## src/rtl/core/uer_pkg.sv

```systemverilog
// ----------------------------------------------------------------------------
// uer_pkg
// Types, widths and constants shared by the echo ranger's files.
// ----------------------------------------------------------------------------
`default_nettype none

package uer_pkg;

   // Readings averaged per measurement run.
   localparam int unsigned SAMPLES = 5;

   localparam int unsigned TRIG_W   = 10;
   localparam int unsigned SETTLE_W = 20;
   localparam int unsigned CNT_W    = 20;
   localparam int unsigned SUM_W    = 23;
   localparam int unsigned DONE_W   = 4;
   localparam int unsigned DIST_W   = 19;
   localparam int unsigned CSR_IDX_W  = 2;
   localparam int unsigned CSR_DATA_W = 20;

   localparam logic [CSR_IDX_W-1:0] CSR_TRIGGER_WIDTH = 2'd0;
   localparam logic [CSR_IDX_W-1:0] CSR_SETTLE        = 2'd1;

   localparam logic [TRIG_W-1:0]   TRIGGER_WIDTH_RESET = 10'd30;
   localparam logic [SETTLE_W-1:0] SETTLE_RESET        = 20'd50000;

   localparam logic [2:0] PH_IDLE   = 3'd0;
   localparam logic [2:0] PH_TRIG   = 3'd1;
   localparam logic [2:0] PH_WAIT   = 3'd2;
   localparam logic [2:0] PH_MEAS   = 3'd3;
   localparam logic [2:0] PH_SETTLE = 3'd4;

   localparam logic [CNT_W-1:0]  WIDTH_MAX    = {CNT_W{1'b1}};
   localparam logic [DONE_W-1:0] SAMPLES_DONE = DONE_W'(SAMPLES);

   // Average = floor(sum * 16 / (58 * SAMPLES)). The divide is done as a
   // multiply by a rounded-up reciprocal, exact for every numerator below
   // 2^NUM_W because the shift covers the numerator plus the divisor bits.
   localparam int unsigned SOUND_DIV   = 58;
   localparam int unsigned FRAC_BITS   = 4;
   localparam int unsigned DEN         = SOUND_DIV * SAMPLES;
   localparam int unsigned NUM_W       = SUM_W + FRAC_BITS;
   localparam int unsigned RECIP_SHIFT = NUM_W + $clog2(DEN);
   localparam int unsigned RECIP_W     = NUM_W + 2;
   localparam logic [63:0] RECIP_WIDE  =
      ((64'd1 << RECIP_SHIFT) + 64'(DEN) - 64'd1) / 64'(DEN);
   localparam logic [RECIP_W-1:0] RECIP = RECIP_WIDE[RECIP_W-1:0];
   localparam int unsigned PROD_W      = SUM_W + RECIP_W;
   localparam int unsigned QUOT_LSB    = RECIP_SHIFT - FRAC_BITS;

   typedef struct packed {
      logic echo_level;
      logic start_request;
   } req_type;

   typedef struct packed {
      logic              trigger_out;
      logic              busy_res;
      logic              result_valid;
      logic [DIST_W-1:0] distance_q4_cm;
   } rsp_type;

endpackage : uer_pkg

`default_nettype wire

```

## src/rtl/core/uer_req_if.sv

```systemverilog
// ----------------------------------------------------------------------------
// uer_req_if
// Valid/ready channel carrying one sampled tick into the ranger.
// ----------------------------------------------------------------------------
`default_nettype none

interface uer_req_if;
   import uer_pkg::*;

   logic    valid;
   logic    ready;
   req_type payload;

   modport source (output valid, output payload, input ready);
   modport sink   (input valid, input payload, output ready);

endinterface : uer_req_if

`default_nettype wire

```

## src/rtl/core/uer_rsp_if.sv

```systemverilog
// ----------------------------------------------------------------------------
// uer_rsp_if
// Valid/ready channel carrying one result per tick out of the ranger.
// ----------------------------------------------------------------------------
`default_nettype none

interface uer_rsp_if;
   import uer_pkg::*;

   logic    valid;
   logic    ready;
   rsp_type payload;

   modport source (output valid, output payload, input ready);
   modport sink   (input valid, input payload, output ready);

endinterface : uer_rsp_if

`default_nettype wire

```

## src/rtl/core/uer_ctrl.sv

```systemverilog
// ----------------------------------------------------------------------------
// uer_ctrl
// Measurement sequencer: trigger, echo wait, width count, settle, average.
// ----------------------------------------------------------------------------
`default_nettype none

module uer_ctrl (
   input  wire logic                           clock,
   input  wire logic                           reset,
   input  wire logic                           csr_write_en,
   input  wire logic [uer_pkg::CSR_IDX_W-1:0]  csr_index,
   input  wire logic [uer_pkg::CSR_DATA_W-1:0] csr_wdata,
   input  wire logic                           tick_accept,
   input  wire uer_pkg::req_type               tick,
   output uer_pkg::rsp_type                    result
);
   import uer_pkg::*;

   logic [TRIG_W-1:0]   trigger_width_ff;
   logic [SETTLE_W-1:0] settle_ff;

   logic [2:0]          phase_ff, phase_in;
   logic [CNT_W-1:0]    tick_cnt_ff, tick_cnt_in;
   logic [CNT_W-1:0]    echo_cnt_ff, echo_cnt_in;
   logic [SUM_W-1:0]    width_sum_ff, width_sum_in;
   logic [DONE_W-1:0]   done_ff, done_in;
   logic [DIST_W-1:0]   distance_ff, distance_in;
   logic                valid_in;

   logic [CNT_W-1:0]    tick_cnt_inc;
   logic [PROD_W-1:0]   avg_prod;
   logic [DIST_W-1:0]   avg_q4;

   always_ff @(posedge clock) begin
      if (reset) begin
         trigger_width_ff <= TRIGGER_WIDTH_RESET;
         settle_ff        <= SETTLE_RESET;
      end else if (csr_write_en) begin
         case (csr_index)
            CSR_TRIGGER_WIDTH: trigger_width_ff <= csr_wdata[TRIG_W-1:0];
            CSR_SETTLE:        settle_ff        <= csr_wdata[SETTLE_W-1:0];
            default: ;
         endcase
      end
   end

   // The running sum never changes on the tick that closes the settle time,
   // so the average is taken straight from the registered sum.
   assign avg_prod     = PROD_W'(width_sum_ff) * PROD_W'(RECIP);
   assign avg_q4       = avg_prod[QUOT_LSB +: DIST_W];
   assign tick_cnt_inc = tick_cnt_ff + 1'b1;

   always_comb begin
      phase_in     = phase_ff;
      tick_cnt_in  = tick_cnt_ff;
      echo_cnt_in  = echo_cnt_ff;
      width_sum_in = width_sum_ff;
      done_in      = done_ff;
      distance_in  = distance_ff;
      valid_in     = 1'b0;
      case (phase_ff)
         PH_TRIG: begin
            tick_cnt_in = tick_cnt_inc;
            if (tick_cnt_inc >= CNT_W'(trigger_width_ff)) begin
               phase_in    = PH_WAIT;
               tick_cnt_in = '0;
            end
         end
         PH_WAIT: begin
            if (tick.echo_level) begin
               phase_in    = PH_MEAS;
               echo_cnt_in = CNT_W'(1);
            end
         end
         PH_MEAS: begin
            if (tick.echo_level) begin
               if (echo_cnt_ff != WIDTH_MAX) begin
                  echo_cnt_in = echo_cnt_ff + 1'b1;
               end
            end else begin
               width_sum_in = width_sum_ff + SUM_W'(echo_cnt_ff);
               done_in      = done_ff + 1'b1;
               phase_in     = PH_SETTLE;
               tick_cnt_in  = '0;
            end
         end
         PH_SETTLE: begin
            tick_cnt_in = tick_cnt_inc;
            if (tick_cnt_inc >= settle_ff) begin
               tick_cnt_in = '0;
               if (done_ff >= SAMPLES_DONE) begin
                  distance_in = avg_q4;
                  valid_in    = 1'b1;
                  phase_in    = PH_IDLE;
               end else begin
                  phase_in = PH_TRIG;
               end
            end
         end
         default: begin
            phase_in = PH_IDLE;
            if (tick.start_request) begin
               phase_in     = PH_TRIG;
               tick_cnt_in  = '0;
               echo_cnt_in  = '0;
               width_sum_in = '0;
               done_in      = '0;
            end
         end
      endcase
   end

   always_ff @(posedge clock) begin
      if (reset) begin
         phase_ff     <= PH_IDLE;
         tick_cnt_ff  <= '0;
         echo_cnt_ff  <= '0;
         width_sum_ff <= '0;
         done_ff      <= '0;
         distance_ff  <= '0;
      end else if (tick_accept) begin
         phase_ff     <= phase_in;
         tick_cnt_ff  <= tick_cnt_in;
         echo_cnt_ff  <= echo_cnt_in;
         width_sum_ff <= width_sum_in;
         done_ff      <= done_in;
         distance_ff  <= distance_in;
      end
   end

   always_comb begin
      result.trigger_out    = (phase_in == PH_TRIG);
      result.busy_res       = (phase_in != PH_IDLE);
      result.result_valid   = valid_in;
      result.distance_q4_cm = distance_in;
   end

   a_valid_ends_run: assert property (@(posedge clock) disable iff (reset)
      result.result_valid |-> !result.busy_res)
      else $error("average produced while the run is still busy");

   a_trigger_busy: assert property (@(posedge clock) disable iff (reset)
      result.trigger_out |-> result.busy_res)
      else $error("trigger driven while idle");

   a_reading_counted: assert property (@(posedge clock) disable iff (reset)
      tick_accept && phase_ff == PH_MEAS && !tick.echo_level
      |=> done_ff == $past(done_ff) + 1'b1)
      else $error("echo end did not count a reading");

   a_hold_when_idle: assert property (@(posedge clock) disable iff (reset)
      !tick_accept |=> $stable(phase_ff) && $stable(width_sum_ff))
      else $error("sequencer state moved without a transfer");

endmodule : uer_ctrl

`default_nettype wire

```

## src/rtl/core/uer_outbuf.sv

```systemverilog
// ----------------------------------------------------------------------------
// uer_outbuf
// Two-entry result buffer: an output register plus a skid register.
// ----------------------------------------------------------------------------
`default_nettype none

module uer_outbuf (
   input  wire logic             clock,
   input  wire logic             reset,
   output logic                  in_ready,
   input  wire logic             in_accept,
   input  wire uer_pkg::rsp_type in_data,
   uer_rsp_if.source             rsp_if
);
   import uer_pkg::*;

   logic    out_valid_ff, skid_valid_ff;
   rsp_type out_data_ff, skid_data_ff;
   logic    pop;

   assign pop            = out_valid_ff && rsp_if.ready;
   assign in_ready       = !skid_valid_ff;
   assign rsp_if.valid   = out_valid_ff;
   assign rsp_if.payload = out_data_ff;

   always_ff @(posedge clock) begin
      if (reset) begin
         out_valid_ff  <= 1'b0;
         skid_valid_ff <= 1'b0;
      end else if (skid_valid_ff) begin
         if (pop) begin
            skid_valid_ff <= 1'b0;
         end
      end else if (in_accept) begin
         if (out_valid_ff && !pop) begin
            skid_valid_ff <= 1'b1;
         end else begin
            out_valid_ff <= 1'b1;
         end
      end else if (pop) begin
         out_valid_ff <= 1'b0;
      end
   end

   always_ff @(posedge clock) begin
      if (skid_valid_ff) begin
         if (pop) begin
            out_data_ff <= skid_data_ff;
         end
      end else if (in_accept) begin
         if (out_valid_ff && !pop) begin
            skid_data_ff <= in_data;
         end else begin
            out_data_ff <= in_data;
         end
      end
   end

   a_skid_behind_out: assert property (@(posedge clock) disable iff (reset)
      skid_valid_ff |-> out_valid_ff)
      else $error("skid entry held with an empty output register");

   a_full_drains_skid: assert property (@(posedge clock) disable iff (reset)
      skid_valid_ff && pop |=> out_valid_ff && !skid_valid_ff)
      else $error("skid entry not moved forward on a transfer");

   a_no_overrun: assert property (@(posedge clock) disable iff (reset)
      in_accept |-> !skid_valid_ff)
      else $error("result taken while both entries are full");

endmodule : uer_outbuf

`default_nettype wire

```

## src/rtl/core/ultrasonic_echo_ranger.sv

```systemverilog
// ----------------------------------------------------------------------------
// ultrasonic_echo_ranger
// Echo-pulse ranger: averages SAMPLES echo widths into a distance in cm (Q4).
//
//   Channel   Dir  Handshake      Contents
//   req_if    in   valid/ready    one microsecond tick: echo level, start
//   rsp_if    out  valid/ready    trigger, busy, result valid, distance
//   csr_*     in   write enable   trigger width (index 0), settle time (1)
//
// One tick is taken per clock while req_if.ready is high; its result, formed
// combinationally by the sequencer and the sum-to-distance multiply, goes to
// the output register or, while it is full, the skid register. The two-entry
// buffer keeps req_if.ready high while one result waits; it drops only when
// two results are held. Reset is synchronous and needs no clearing pass.
// ----------------------------------------------------------------------------
`default_nettype none

module ultrasonic_echo_ranger (
   input  wire logic                           clock,
   input  wire logic                           reset,
   uer_req_if.sink                             req_if,
   uer_rsp_if.source                           rsp_if,
   input  wire logic                           csr_write_en,
   input  wire logic [uer_pkg::CSR_IDX_W-1:0]  csr_index,
   input  wire logic [uer_pkg::CSR_DATA_W-1:0] csr_wdata
);
   import uer_pkg::*;

   logic    buf_ready;
   logic    tick_accept;
   rsp_type result;

   assign req_if.ready = buf_ready;
   assign tick_accept  = req_if.valid && buf_ready;

   uer_ctrl u_ctrl (
      .clock        (clock),
      .reset        (reset),
      .csr_write_en (csr_write_en),
      .csr_index    (csr_index),
      .csr_wdata    (csr_wdata),
      .tick_accept  (tick_accept),
      .tick         (req_if.payload),
      .result       (result)
   );

   uer_outbuf u_outbuf (
      .clock     (clock),
      .reset     (reset),
      .in_ready  (buf_ready),
      .in_accept (tick_accept),
      .in_data   (result),
      .rsp_if    (rsp_if)
   );

endmodule : ultrasonic_echo_ranger

`default_nettype wire
```

## src/flat_wrapper.sv

```systemverilog
// flat-port wrapper written by rule: the top's interface ports become plain ports
module ultrasonic_echo_ranger_flat import uer_pkg::*;
  (clock, reset, csr_write_en, csr_index, csr_wdata, req_if_valid, req_if_payload, req_if_ready, rsp_if_valid, rsp_if_payload, rsp_if_ready);
  uer_req_if req_if_i ();
  uer_rsp_if rsp_if_i ();
  input  wire logic clock;
  input  wire logic reset;
  input  wire logic csr_write_en;
  input  wire logic [uer_pkg::CSR_IDX_W-1:0] csr_index;
  input  wire logic [uer_pkg::CSR_DATA_W-1:0] csr_wdata;
  input wire logic [$bits(req_if_i.valid)-1:0] req_if_valid;
  input wire logic [$bits(req_if_i.payload)-1:0] req_if_payload;
  output wire logic [$bits(req_if_i.ready)-1:0] req_if_ready;
  output wire logic [$bits(rsp_if_i.valid)-1:0] rsp_if_valid;
  output wire logic [$bits(rsp_if_i.payload)-1:0] rsp_if_payload;
  input wire logic [$bits(rsp_if_i.ready)-1:0] rsp_if_ready;
  assign req_if_i.valid = req_if_valid;
  assign req_if_i.payload = req_if_payload;
  assign req_if_ready = req_if_i.ready;
  assign rsp_if_valid = rsp_if_i.valid;
  assign rsp_if_payload = rsp_if_i.payload;
  assign rsp_if_i.ready = rsp_if_ready;
  ultrasonic_echo_ranger u_core (.clock(clock), .reset(reset), .req_if(req_if_i), .rsp_if(rsp_if_i), .csr_write_en(csr_write_en), .csr_index(csr_index), .csr_wdata(csr_wdata));
endmodule
```

## config.mk

```make
export PLATFORM = sky130hd
export DESIGN_NAME = ultrasonic_echo_ranger_flat
export DESIGN_NICKNAME = d
export VERILOG_FILES = /design/src/rtl/core/uer_pkg.sv /design/src/rtl/core/uer_req_if.sv /design/src/rtl/core/uer_rsp_if.sv /design/src/rtl/core/uer_ctrl.sv /design/src/rtl/core/uer_outbuf.sv /design/src/rtl/core/ultrasonic_echo_ranger.sv /design/src/flat_wrapper.sv
export SDC_FILE = /design/constraint.sdc
export NUM_CORES = 1
export LEC_CHECK = 0
export ABC_AREA = 1
export BUFFER_PORTS_ARGS = -buffer_cell sky130_fd_sc_hd__clkbuf_2
export CAP_MARGIN = 20
export CORE_MARGIN = 1.5
export CORE_UTILIZATION = 45
export DETAILED_ROUTE_END_ITERATION = 10
export PLACE_DENSITY = 0.74
export SLEW_MARGIN = 20
export SYNTH_ARGS = -nofsm -noshare
export SYNTH_HDL_FRONTEND = slang
export SYNTH_SLANG_ARGS = --single-unit
```

## constraint.sdc

```tcl
create_clock -name clock -period 5.4 [get_ports clock]
set_input_delay 1.62 -clock clock [delete_from_list [all_inputs] [get_ports clock]]
set_output_delay 1.62 -clock clock [all_outputs]
set_load 0.01 [all_outputs]
```

**Word-level counts from Yosys, hierarchy flattened**

Index checks and enable logic that the tools add are counted.

- Bits in registers: 165
- Latch bits: 0
- RAM bits: 0
- Memory bits (read-only): 0
- Input port bits: 29
- Output and inout port bits: 24
- Logic and storage cells: 105
- Memories kept: 0

- Add/sub/neg operators: 4
- $mul: 1
- Divide/modulo/power cells: 0
- Order comparisons: 3
- Equal/unequal tests: 14
- Shift-type cells: 0
- Muxes and demuxes: 39
- Bitwise gates (word level): 4
- Reductions and logical operators: 22

Operator list:

| cell | count |
|---|---|
| 20-bit two-way mux | 7 |
| 22-bit two-way mux | 4 |
| 20-bit case mux with 4 select lines | 1 |
| 20-bit case mux with 3 select lines | 1 |
| 19-bit two-way mux | 3 |
| 23-bit by 28-bit multiplier with 51-bit output (second input constant) | 1 |
| 23-bit two-way mux | 2 |
| 23-bit case mux with 2 select lines | 1 |
| 20-bit by 1-bit adder with 20-bit output (second input constant) | 2 |
| 23-bit by 20-bit adder with 23-bit output | 1 |
| 20-bit by 10-bit greater-or-equal comparator with 1-bit output | 1 |
| 20-bit greater-or-equal comparator | 1 |
| 20-bit != test (second input constant) | 1 |
| 1-bit two-way mux | 12 |
| 3-bit two-way mux | 4 |
| 2-bit != test (second input constant) | 6 |
| 3-bit case mux with 4 select lines | 1 |
| 3-bit AND reduction | 3 |
| 4-bit two-way mux | 2 |
| 4-bit case mux with 2 select lines | 1 |
| 4-bit AND reduction | 2 |
| 3-bit by 1-bit == test with 1-bit output (second input constant) | 2 |
| 3-bit by 2-bit == test with 1-bit output (second input constant) | 2 |
| 6-bit AND reduction | 1 |
| other kinds (15) | 25 |

**Logic depth before layout (Yosys ltp)**

Gate-level depths: netlist (run 1).

- Depth in word-level cells: 8
- Mapped depth: 30
- Mapped depth without buffers: 30

**Cells and area by module**

Synthesis (run 1) repeated with hierarchy kept, for this count alone.

- Cells, all modules: 2,485
- Area total of the unflattened synthesis: 19,558.8 µm²

By module, submodules not included:

| module | instances | cells each | area an instance (µm²) | sequential area each (µm²) |
|---|---|---|---|---|
| uer_ctrl | 1 | 2,347 | 17,769.5 | 2,382.3 |
| uer_outbuf | 1 | 136 | 1,781.7 | 1,361.3 |
| ultrasonic_echo_ranger | 1 | 2 | 7.5 | 0.0 |

**Worst setup path after synthesis (run 1)**

Ideal clock, no wire load.

- Path type: register -> register
- Start point: register u_core.u_ctrl.width_sum_ff[11]
- End point: register u_core.u_outbuf.out_data_ff (netlist bit u_core.u_outbuf.rsp_if.payload[9]) (data pin)
- Library setup time: 254 ps
- Arrival: 5,683 ps
- Data required time: 5,146 ps
- Path slack: -537 ps
- Cell stages (with the launch flop): 26
- Buffers on the path: 0
- Period minus slack after synthesis: 5,937 ps
- Cell sequence: dfxtp_1 fa_1 inv_1 fa_1 fa_1 inv_1 fa_1 fa_1 fa_1 inv_1 fa_1 inv_1 ha_1 nand2_1 nor2_1 nand2_1 nor3_1 nand2_1 nand2_1 nand2_1 nand2_1 nand2_1 nand3_1 nand2_1 nand2_1 nand2_1

RTL lines:

| what | line | source |
|---|---|---|
| start: declaration | uer_ctrl.sv:25 | `logic [SUM_W-1:0] width_sum_ff, width_sum_in;` |
| start signal: assignment | uer_ctrl.sv:125 | `width_sum_ff <= width_sum_in;` |
| end signal: assignment | uer_outbuf.sv:48 | `out_data_ff <= skid_data_ff;` |
| end signal: assignment | uer_outbuf.sv:54 | `out_data_ff <= in_data;` |
| end: declaration | uer_outbuf.sv:18 | `rsp_type out_data_ff, skid_data_ff;` |

==> results.yml, run 1 <==
timing:
  rsz0062_at_grt: "yes"
  finalCritPeriodShare_pct: 109
  finalSetupViolCount: 57
  clock_skew_ns: 0.0135
  finalHoldViolations: 0
  fmax_ghz: 0.169
  whs_ns: 0.461
  fin_crit_ns: 5.90
  max_slew_margin_pct: 35.7
  worst_pin_slew_ns: 0.963
  setup_slack_ns: -0.503
  maxSlewViolCount: 0
synth:
  yosysSeqAreaShare_pct: 19.5
  ys_ff_latch: 165
  netlist.area_leader.share_pct: 19.9
  synthFlopType: "dfxtp_1"
  syn_inst: 2504
  yosys.area.top_type: "fa_1"
  synth-edff-count: 44
  synth.avg_cell_area_sq_um: 7.67
  syn-num-nets: 3000
  syn-cell-area_sq_um: 19200
  synth_cell_type_count: 43
  synth_warnings: 0
  synth_area_leaders: "fa_1 20%, ha_1 18%, dfxtp_1 13%, inv_1 10%, nand2_1 10%"
  async_flop_share_pct: 0
finish:
  layout_commonest_cell: "inv_1"
  areaGrowthSynthToFinish_pct: 23.2
  drive_above_1_share_pct: 22.4
  nNetsFinal: 3218
  final_area_sq_um: 23700
  final_cell_mix: "497 x inv_1, 446 x nand2_1, 246 x ha_1, 166 x a21oi_1"
  nFillCells: 3707
  insertedDiodeCount: 0
  multi_input_area_sq_um: 14800
  fin_cells: 3274
  register_area_sq_um: 3780
detailed_routing:
  ant_nets: 0
  drt_iter0_drc: 1300
  drcViolationCount: 0
  routedWlPerCell_um: 17.1
  avgViaCountPerCell: 5.27
  drt-pass1-iter-count: 5
  vias: 17200
  routed_wl_um: 55900
setup_path:
  cp.arrival_ns: 6.24
  reg2reg_to: "u_core.u_outbuf.rsp_if.payload[13]$_DFFE_PP_"
  worst-path-max-fanout: 5
  crit_path_cell_trace: "fa_2, inv_2, fa_1, fa_2, inv_2, fa_2, fa_2, fa_1, inv_1, fa_1, inv_2, ha_4, nand2_8, nor3_4, buf_4, nand4_1, buf_4, nand4_1, nand3_2, nand2_2, nand2_1, nand2_1"
  path_delay_family: "adder cells"
  max_stage_delay_ns: 0.64
  worstSetupEndpointType: "flip-flop"
  crit_slowest_cell: "fa_2"
  rr_startpoint: "u_core.u_ctrl.width_sum_ff[11]$_SDFFE_PP0P_"
  reg2reg_slack_ns: -0.50
  reg2reg_depth: 22
  start_kind: "flip-flop"
  worst-path-buf-inv: 6
  cpMostUsedCell: "fa_2"
  cp_data_required_time_ns: 5.73
  crit_type: "reg2reg"
clock_tree:
  cts_sinks: 165
  cts.clk_slew.worst_paths_ns: 0.07
  cts_root_buffer: "clkbuf_16"
  numCtsBuffers: 17
  clock_latency_ns: 0.47
  clock_path_buffers: 2
  cts_tree: "built"
  hold_buffers: 0
  htreeDepth: 4
global_route:
  antenna_found_initial: 0
  grt_util_all_layers_pct: 26.2
  grt_pass1_wl_um: 90600
  grt_max_degree: 69
  grt_pass1_vias: 17800
  grt_overflow_total: 0
floorplan:
  initial_core_util_pct: 45.7
  coreArea_sq_um: 42000
  rows: 75
  dieArea_sq_um: 44000
  die_h_um: 210
  die_w_um: 210
  io_pins: 53
power:
  internal_power_mw: 2.05
  clock_power_share_pct: 43.6
  ir_worst_vdd_uv: 210
  powerDensity_nw_per_um2: 120
  seq_power_share_pct: 47.2
  p_leak_nw: 12.5
  power_frac_comb_pct: 9.2
  power.switching_mw: 0.792
  sw_frac_of_total_pct: 27.9
hold_path:
  hp-class: "reg2reg"
  hold_depth: 2
  min_from: "u_core.u_ctrl.settle_ff[3]$_SDFFE_PP0P_"
  hold_end: "u_core.u_ctrl.settle_ff[3]$_SDFFE_PP0P_"
placed_design:
  portBuffers: 52
  gp_congestion: 1.01
  hpwl_um: 46500
  dpl_cell_area_sq_um: 21600
  dp_cells: 3210
run_status:
  outcome: "finished with violations"
  violations: "setup timing"
run:
  maxCapViolCount: 0
[worst max-delay path by stage]
stage | from | end | slack, ns | cells past startpoint
6_report | u_core.u_ctrl.width_sum_ff[11]$_SDFFE_PP0P_ | u_core.u_outbuf.rsp_if.payload[13]$_DFFE_PP_ | -0.50 | 22
5_1_grt | u_core.u_ctrl.width_sum_ff[11]$_SDFFE_PP0P_ | u_core.u_outbuf.rsp_if.payload[9]$_DFFE_PP_ | -0.67 | 25
4_1_cts | u_core.u_ctrl.width_sum_ff[2]$_SDFFE_PP0P_ | u_core.u_outbuf.rsp_if.payload[13]$_DFFE_PP_ | -0.47 | 24
3_5_place_dp | u_core.u_ctrl.width_sum_ff[15]$_SDFFE_PP0P_ | u_core.u_outbuf.rsp_if.payload[13]$_DFFE_PP_ | -0.67 | 26
3_3_place_gp | u_core.u_ctrl.width_sum_ff[15]$_SDFFE_PP0P_ | u_core.u_outbuf.rsp_if.payload[13]$_DFFE_PP_ | -0.59 | 26
2_1_floorplan | u_core.u_ctrl.width_sum_ff[13]$_SDFFE_PP0P_ | u_core.u_outbuf.rsp_if.payload[9]$_DFFE_PP_ | -0.16 | 25
[synth_stat cells (2+ instances only)]
cell type,count
inv_1,534
nand2_1,510
ha_1,276
a21oi_1,196
fa_1,191
nor2_1,187
dfxtp_1,121
nand3_1,116
o21ai_0,97
edfxtp_1,44
clkbuf_1,26
nand4_1,25
nor3_1,23
xor2_1,19
o21bai_1,16
o211ai_1,14
xnor2_1,10
o21ai_1,9
a21o_1,8
a31oi_1,8
inv_2,7
o21a_1,7
nor2_2,6
nand3_2,5
or2_2,5
and2_1,4
buf_1,4
buf_2,4
nand2_2,4
nor2_4,4
a21boi_0,3
buf_4,3
nand3b_1,3
nor4_1,3
buf_6,2
clkinv_1,2
nand2_4,2
[power by group through the flow]
stage	Clock (mW)	Sequential [mW]	Combinational (mW)
final	1.24	1.34	0.261
after global routing	1.31	1.34	0.294
after CTS	1.25	1.34	0.256
after detailed placement	0	1.37	0.250
after global placement	0	1.36	0.239
after floorplan	0	1.37	0.167
[layout make-up]
cell class	count	area share (%)
clock buffers	18	1.90
repair buffers	238	7.45
multi-input cells	1757	62.5
inverters	543	8.64
flip-flops and latches	165	16.0
clock inverters	14	0.645
well taps	539	2.85
[routing by layer]
| metal | share of wire, % | track usage [%] |
|---|---|---|
| met1 | 43 | 33.0 |
| met2 | 48 | 45.5 |
| met3 | 5.5 | 4.03 |
| met4 | 3.5 | 9.38 |
| met5 | 0 | 0 |
[kinds of logic after synthesis]
kind of cell / Yosys count / share of synthesized area [%]
DFF: 165 / 19.5
buffers and inverters: 582 / 11.5
adders and majority gates: 467 / 37.9
xor gates and xnor gates: 29 / 1.32
AOI/OAI and AO/OA: 362 / 10.2
and+or+nand+nor: 899 / 19.6
[stage by stage]
step                util (%)  power, mW  setup slack (ns)  TNS [ns]
CTS                     55.4       2.85            -0.467    -17.13
global route            56.3       2.95            -0.670    -30.23
floorplan                  -       1.54            -0.162     -2.77
global placement        51.5       1.60            -0.586    -20.93
finish                  56.3       2.84            -0.503    -19.84
detailed placement      51.5       1.62            -0.674    -24.60
[state kept, by name (all words and copies together) (netlist names)]
register and flops:
u_core.u_outbuf.rsp_if.valid 1, u_core.u_ctrl.done_ff 4, u_core.u_ctrl.settle_ff 20, u_core.u_ctrl.width_sum_ff 23, u_core.u_ctrl.distance_ff 19, u_core.u_outbuf.rsp_if.payload 22
u_core.u_ctrl.phase_ff 3, u_core.u_ctrl.trigger_width_ff 10, u_core.u_ctrl.echo_cnt_ff 20, u_core.u_outbuf.skid_valid_ff 1, u_core.u_ctrl.tick_cnt_ff 20, u_core.u_outbuf.skid_data_ff 22
[what timing repair did]
item / in CTS / in global routing
buffers inserted: 26 / 7
pin swaps: 118 / 53
setup endpoints to repair: 57 / 57
gates resized for setup: 204 / 93
[tightest hold or removal path, cell delays in order, from the launching register on]
cell and delay, ns:
dfxtp_1 0.30, inv_1 0.06, a21oi_1 0.06
No activity file was read; power rests on OpenSTA's default activity.
==> run 2, diff against run 1 <==
Settings changed: CORE_UTILIZATION 45 to 58, PLACE_DENSITY 0.74 to 0.89.
==> results.yml, run 2 (synthesis gave the netlist of run 1 again) <==
run_status:
  outcome: "finished with violations"
  violations: "setup timing"
timing:
  clock_skew_ns: 0.0179
  finalHoldViolations: 0
  worst_pin_slew_ns: 0.961
  maxSlewViolCount: 0
  max_slew_margin_pct: 35.8
  finalSetupViolCount: 57
  finalCritPeriodShare_pct: 110
  fin_crit_ns: 5.96
  rsz0062_at_grt: "yes"
  fmax_ghz: 0.168
  setup_slack_ns: -0.562
setup_path:
  start_kind: "flip-flop"
  worstSetupEndpointType: "flip-flop"
  crit_path_cell_trace: "fa_2, inv_2, fa_1, fa_2, inv_2, fa_2, fa_2, fa_1, inv_1, fa_1, inv_2, ha_4, nand2_8, nor2_2, nand2_2, nor2_4, nand4_1, nand3_2, nand2_1, nand3_1, nand2_1, nand2_1, nand2_1"
  crit_type: "reg2reg"
  reg2reg_slack_ns: -0.56
  worst-path-buf-inv: 4
  max_stage_delay_ns: 0.65
  crit_cells: 23
  cp_data_required_time_ns: 5.61
  rr_startpoint: "u_core.u_ctrl.width_sum_ff[13]$_SDFFE_PP0P_"
  cp.arrival_ns: 6.17
  worst-path-max-fanout: 5
  crit_slowest_cell: "fa_2"
  reg2reg_to: "u_core.u_outbuf.rsp_if.payload[11]$_DFFE_PP_"
  reg2reg_depth: 23
  path_delay_family: "adder cells"
run:
  maxCapViolCount: 0
global_route:
  grt_util_all_layers_pct: 34.2
  grt_max_degree: 69
  grt_pass1_wl_um: 90000
  grt_pass1_vias: 17800
  antenna_found_initial: 1
  grt_overflow_total: 0
placed_design:
  post-place-ws_ns: -0.606
  portBuffers: 52
  gp_congestion: 0.983
  hpwl_um: 46200
finish:
  largest_reg_flops: 23
  areaGrowthSynthToFinish_pct: 21.1
  drive_above_1_share_pct: 21.4
  top_register: "u_core.u_ctrl.width_sum_ff"
  insertedDiodeCount: 0
  final_cell_mix: "498 x inv_1, 458 x nand2_1, 247 x ha_1, 175 x buf_4, 166 x a21oi_1"
  layout_commonest_cell: "inv_1"
  nNetsFinal: 3221
power:
  ir_worst_vdd_uv: 239
  p_leak_nw: 12.3
  power_mw: 2.77
  powerDensity_nw_per_um2: 119
hold_path:
  hold_depth: 2
  min_from: "u_core.u_ctrl.settle_ff[5]$_SDFFE_PP0P_"
  hp-class: "reg2reg"
  hold_end: "u_core.u_ctrl.settle_ff[5]$_SDFFE_PP0P_"
clock_tree:
  htreeDepth: 4
  clock_latency_ns: 0.46
  cts_root_buffer: "clkbuf_16"
  numCtsBuffers: 17
  cts_tree: "built"
  clock_path_buffers: 2
  cts.clk_slew.worst_paths_ns: 0.06
  hold_buffers: 0
  cts_sinks: 165
floorplan:
  io_pins: 53
  dieArea_sq_um: 34200
  die_w_um: 185
  coreArea_sq_um: 32500
  initial_core_util_pct: 59.1
  die_h_um: 185
  rows: 66
detailed_routing:
  vias: 17600
  drt-pass1-iter-count: 8
  routedWlPerCell_um: 17.8
  drcViolationCount: 0
  avgViaCountPerCell: 5.53
  drt_iter0_drc: 1164
  routed_wl_um: 56700
  ant_nets: 0
[run 2: worst max-delay path by stage]
stage	endpoint	slack (ns)	from
after floorplan	u_core.u_outbuf.rsp_if.payload[9]$_DFFE_PP_	-0.16	u_core.u_ctrl.width_sum_ff[13]$_SDFFE_PP0P_
after global placement	u_core.u_outbuf.rsp_if.payload[13]$_DFFE_PP_	-0.55	u_core.u_ctrl.width_sum_ff[21]$_SDFFE_PP0P_
after detailed placement	u_core.u_outbuf.rsp_if.payload[11]$_DFFE_PP_	-0.61	u_core.u_ctrl.width_sum_ff[21]$_SDFFE_PP0P_
after CTS	u_core.u_outbuf.rsp_if.payload[9]$_DFFE_PP_	-0.47	u_core.u_ctrl.width_sum_ff[2]$_SDFFE_PP0P_
after global routing	u_core.u_outbuf.rsp_if.payload[9]$_DFFE_PP_	-0.74	u_core.u_ctrl.width_sum_ff[13]$_SDFFE_PP0P_
final	u_core.u_outbuf.rsp_if.payload[11]$_DFFE_PP_	-0.56	u_core.u_ctrl.width_sum_ff[13]$_SDFFE_PP0P_
[run 2: layout make-up]
cell class                      count  area, sq um
Multi-Input combinational cell   1757        14600
Tap cell                          442          553
Inverter                          543         2040
Sequential cell                   165         3780
Clock buffer                       23          503
Timing Repair Buffer              241         1750
Clock inverter                      9         67.6
Fill cell                        2518         9270
[run 2: layer usage]
layer | global-route usage (%) | vias up | wire length [um]
met5 | 0 | - | 11
met1 | 42.2 | 8417 | 23200
met2 | 58.8 | 653 | 27300
li1 | - | 8346 | -
met3 | 6.08 | 161 | 3730
met4 | 14.8 | 2 | 2440
[run 2: per-stage QoR]
step / area, sq um / TNS, ns / util [%] / std cells / hold slack, ns
floorplan: 19700 / -2.77 / - / 2504 / 0.433
global placement: 21600 / -21.63 / 66.3 / 3121 / 0.443
detailed placement: 21600 / -26.03 / 66.4 / 3122 / 0.452
CTS: 22900 / -19.80 / 70.4 / 3169 / 0.461
global route: 23300 / -34.30 / 71.5 / 3180 / 0.476
finish: 23300 / -23.92 / 71.5 / 3180 / 0.466
[run 2: repair_timing]
| action | in CTS | in global routing |
|---|---|---|
| setup endpoints to repair | 57 | 57 |
| pin swaps | 59 | 59 |
| setup buffers | 16 | 11 |
| resized for setup | 156 | 78 |
| hold endpoints to repair | 0 | 0 |
[run 2: worst reg2reg max path, cell delays in order, from the launching register on]
cell	delay (ns)
dfxtp_4	0.35
fa_2	0.65
inv_2	0.08
fa_1	0.47
fa_2	0.56
inv_2	0.04
fa_2	0.55
fa_2	0.44
fa_1	0.49
inv_1	0.05
fa_1	0.49
inv_2	0.05
ha_4	0.33
nand2_8	0.09
nor2_2	0.12
nand2_2	0.12
nor2_4	0.15
nand4_1	0.14
nand3_2	0.12
nand2_1	0.05
nand3_1	0.14
nand2_1	0.11
nand2_1	0.07
nand2_1	0.04
[run 2: power by group]
part | switching (mW) | internal [mW] | total (mW)
registers | 0.0232 | 1.32 | 1.34
logic | 0.180 | 0.0797 | 0.259
clock network | 0.511 | 0.659 | 1.17
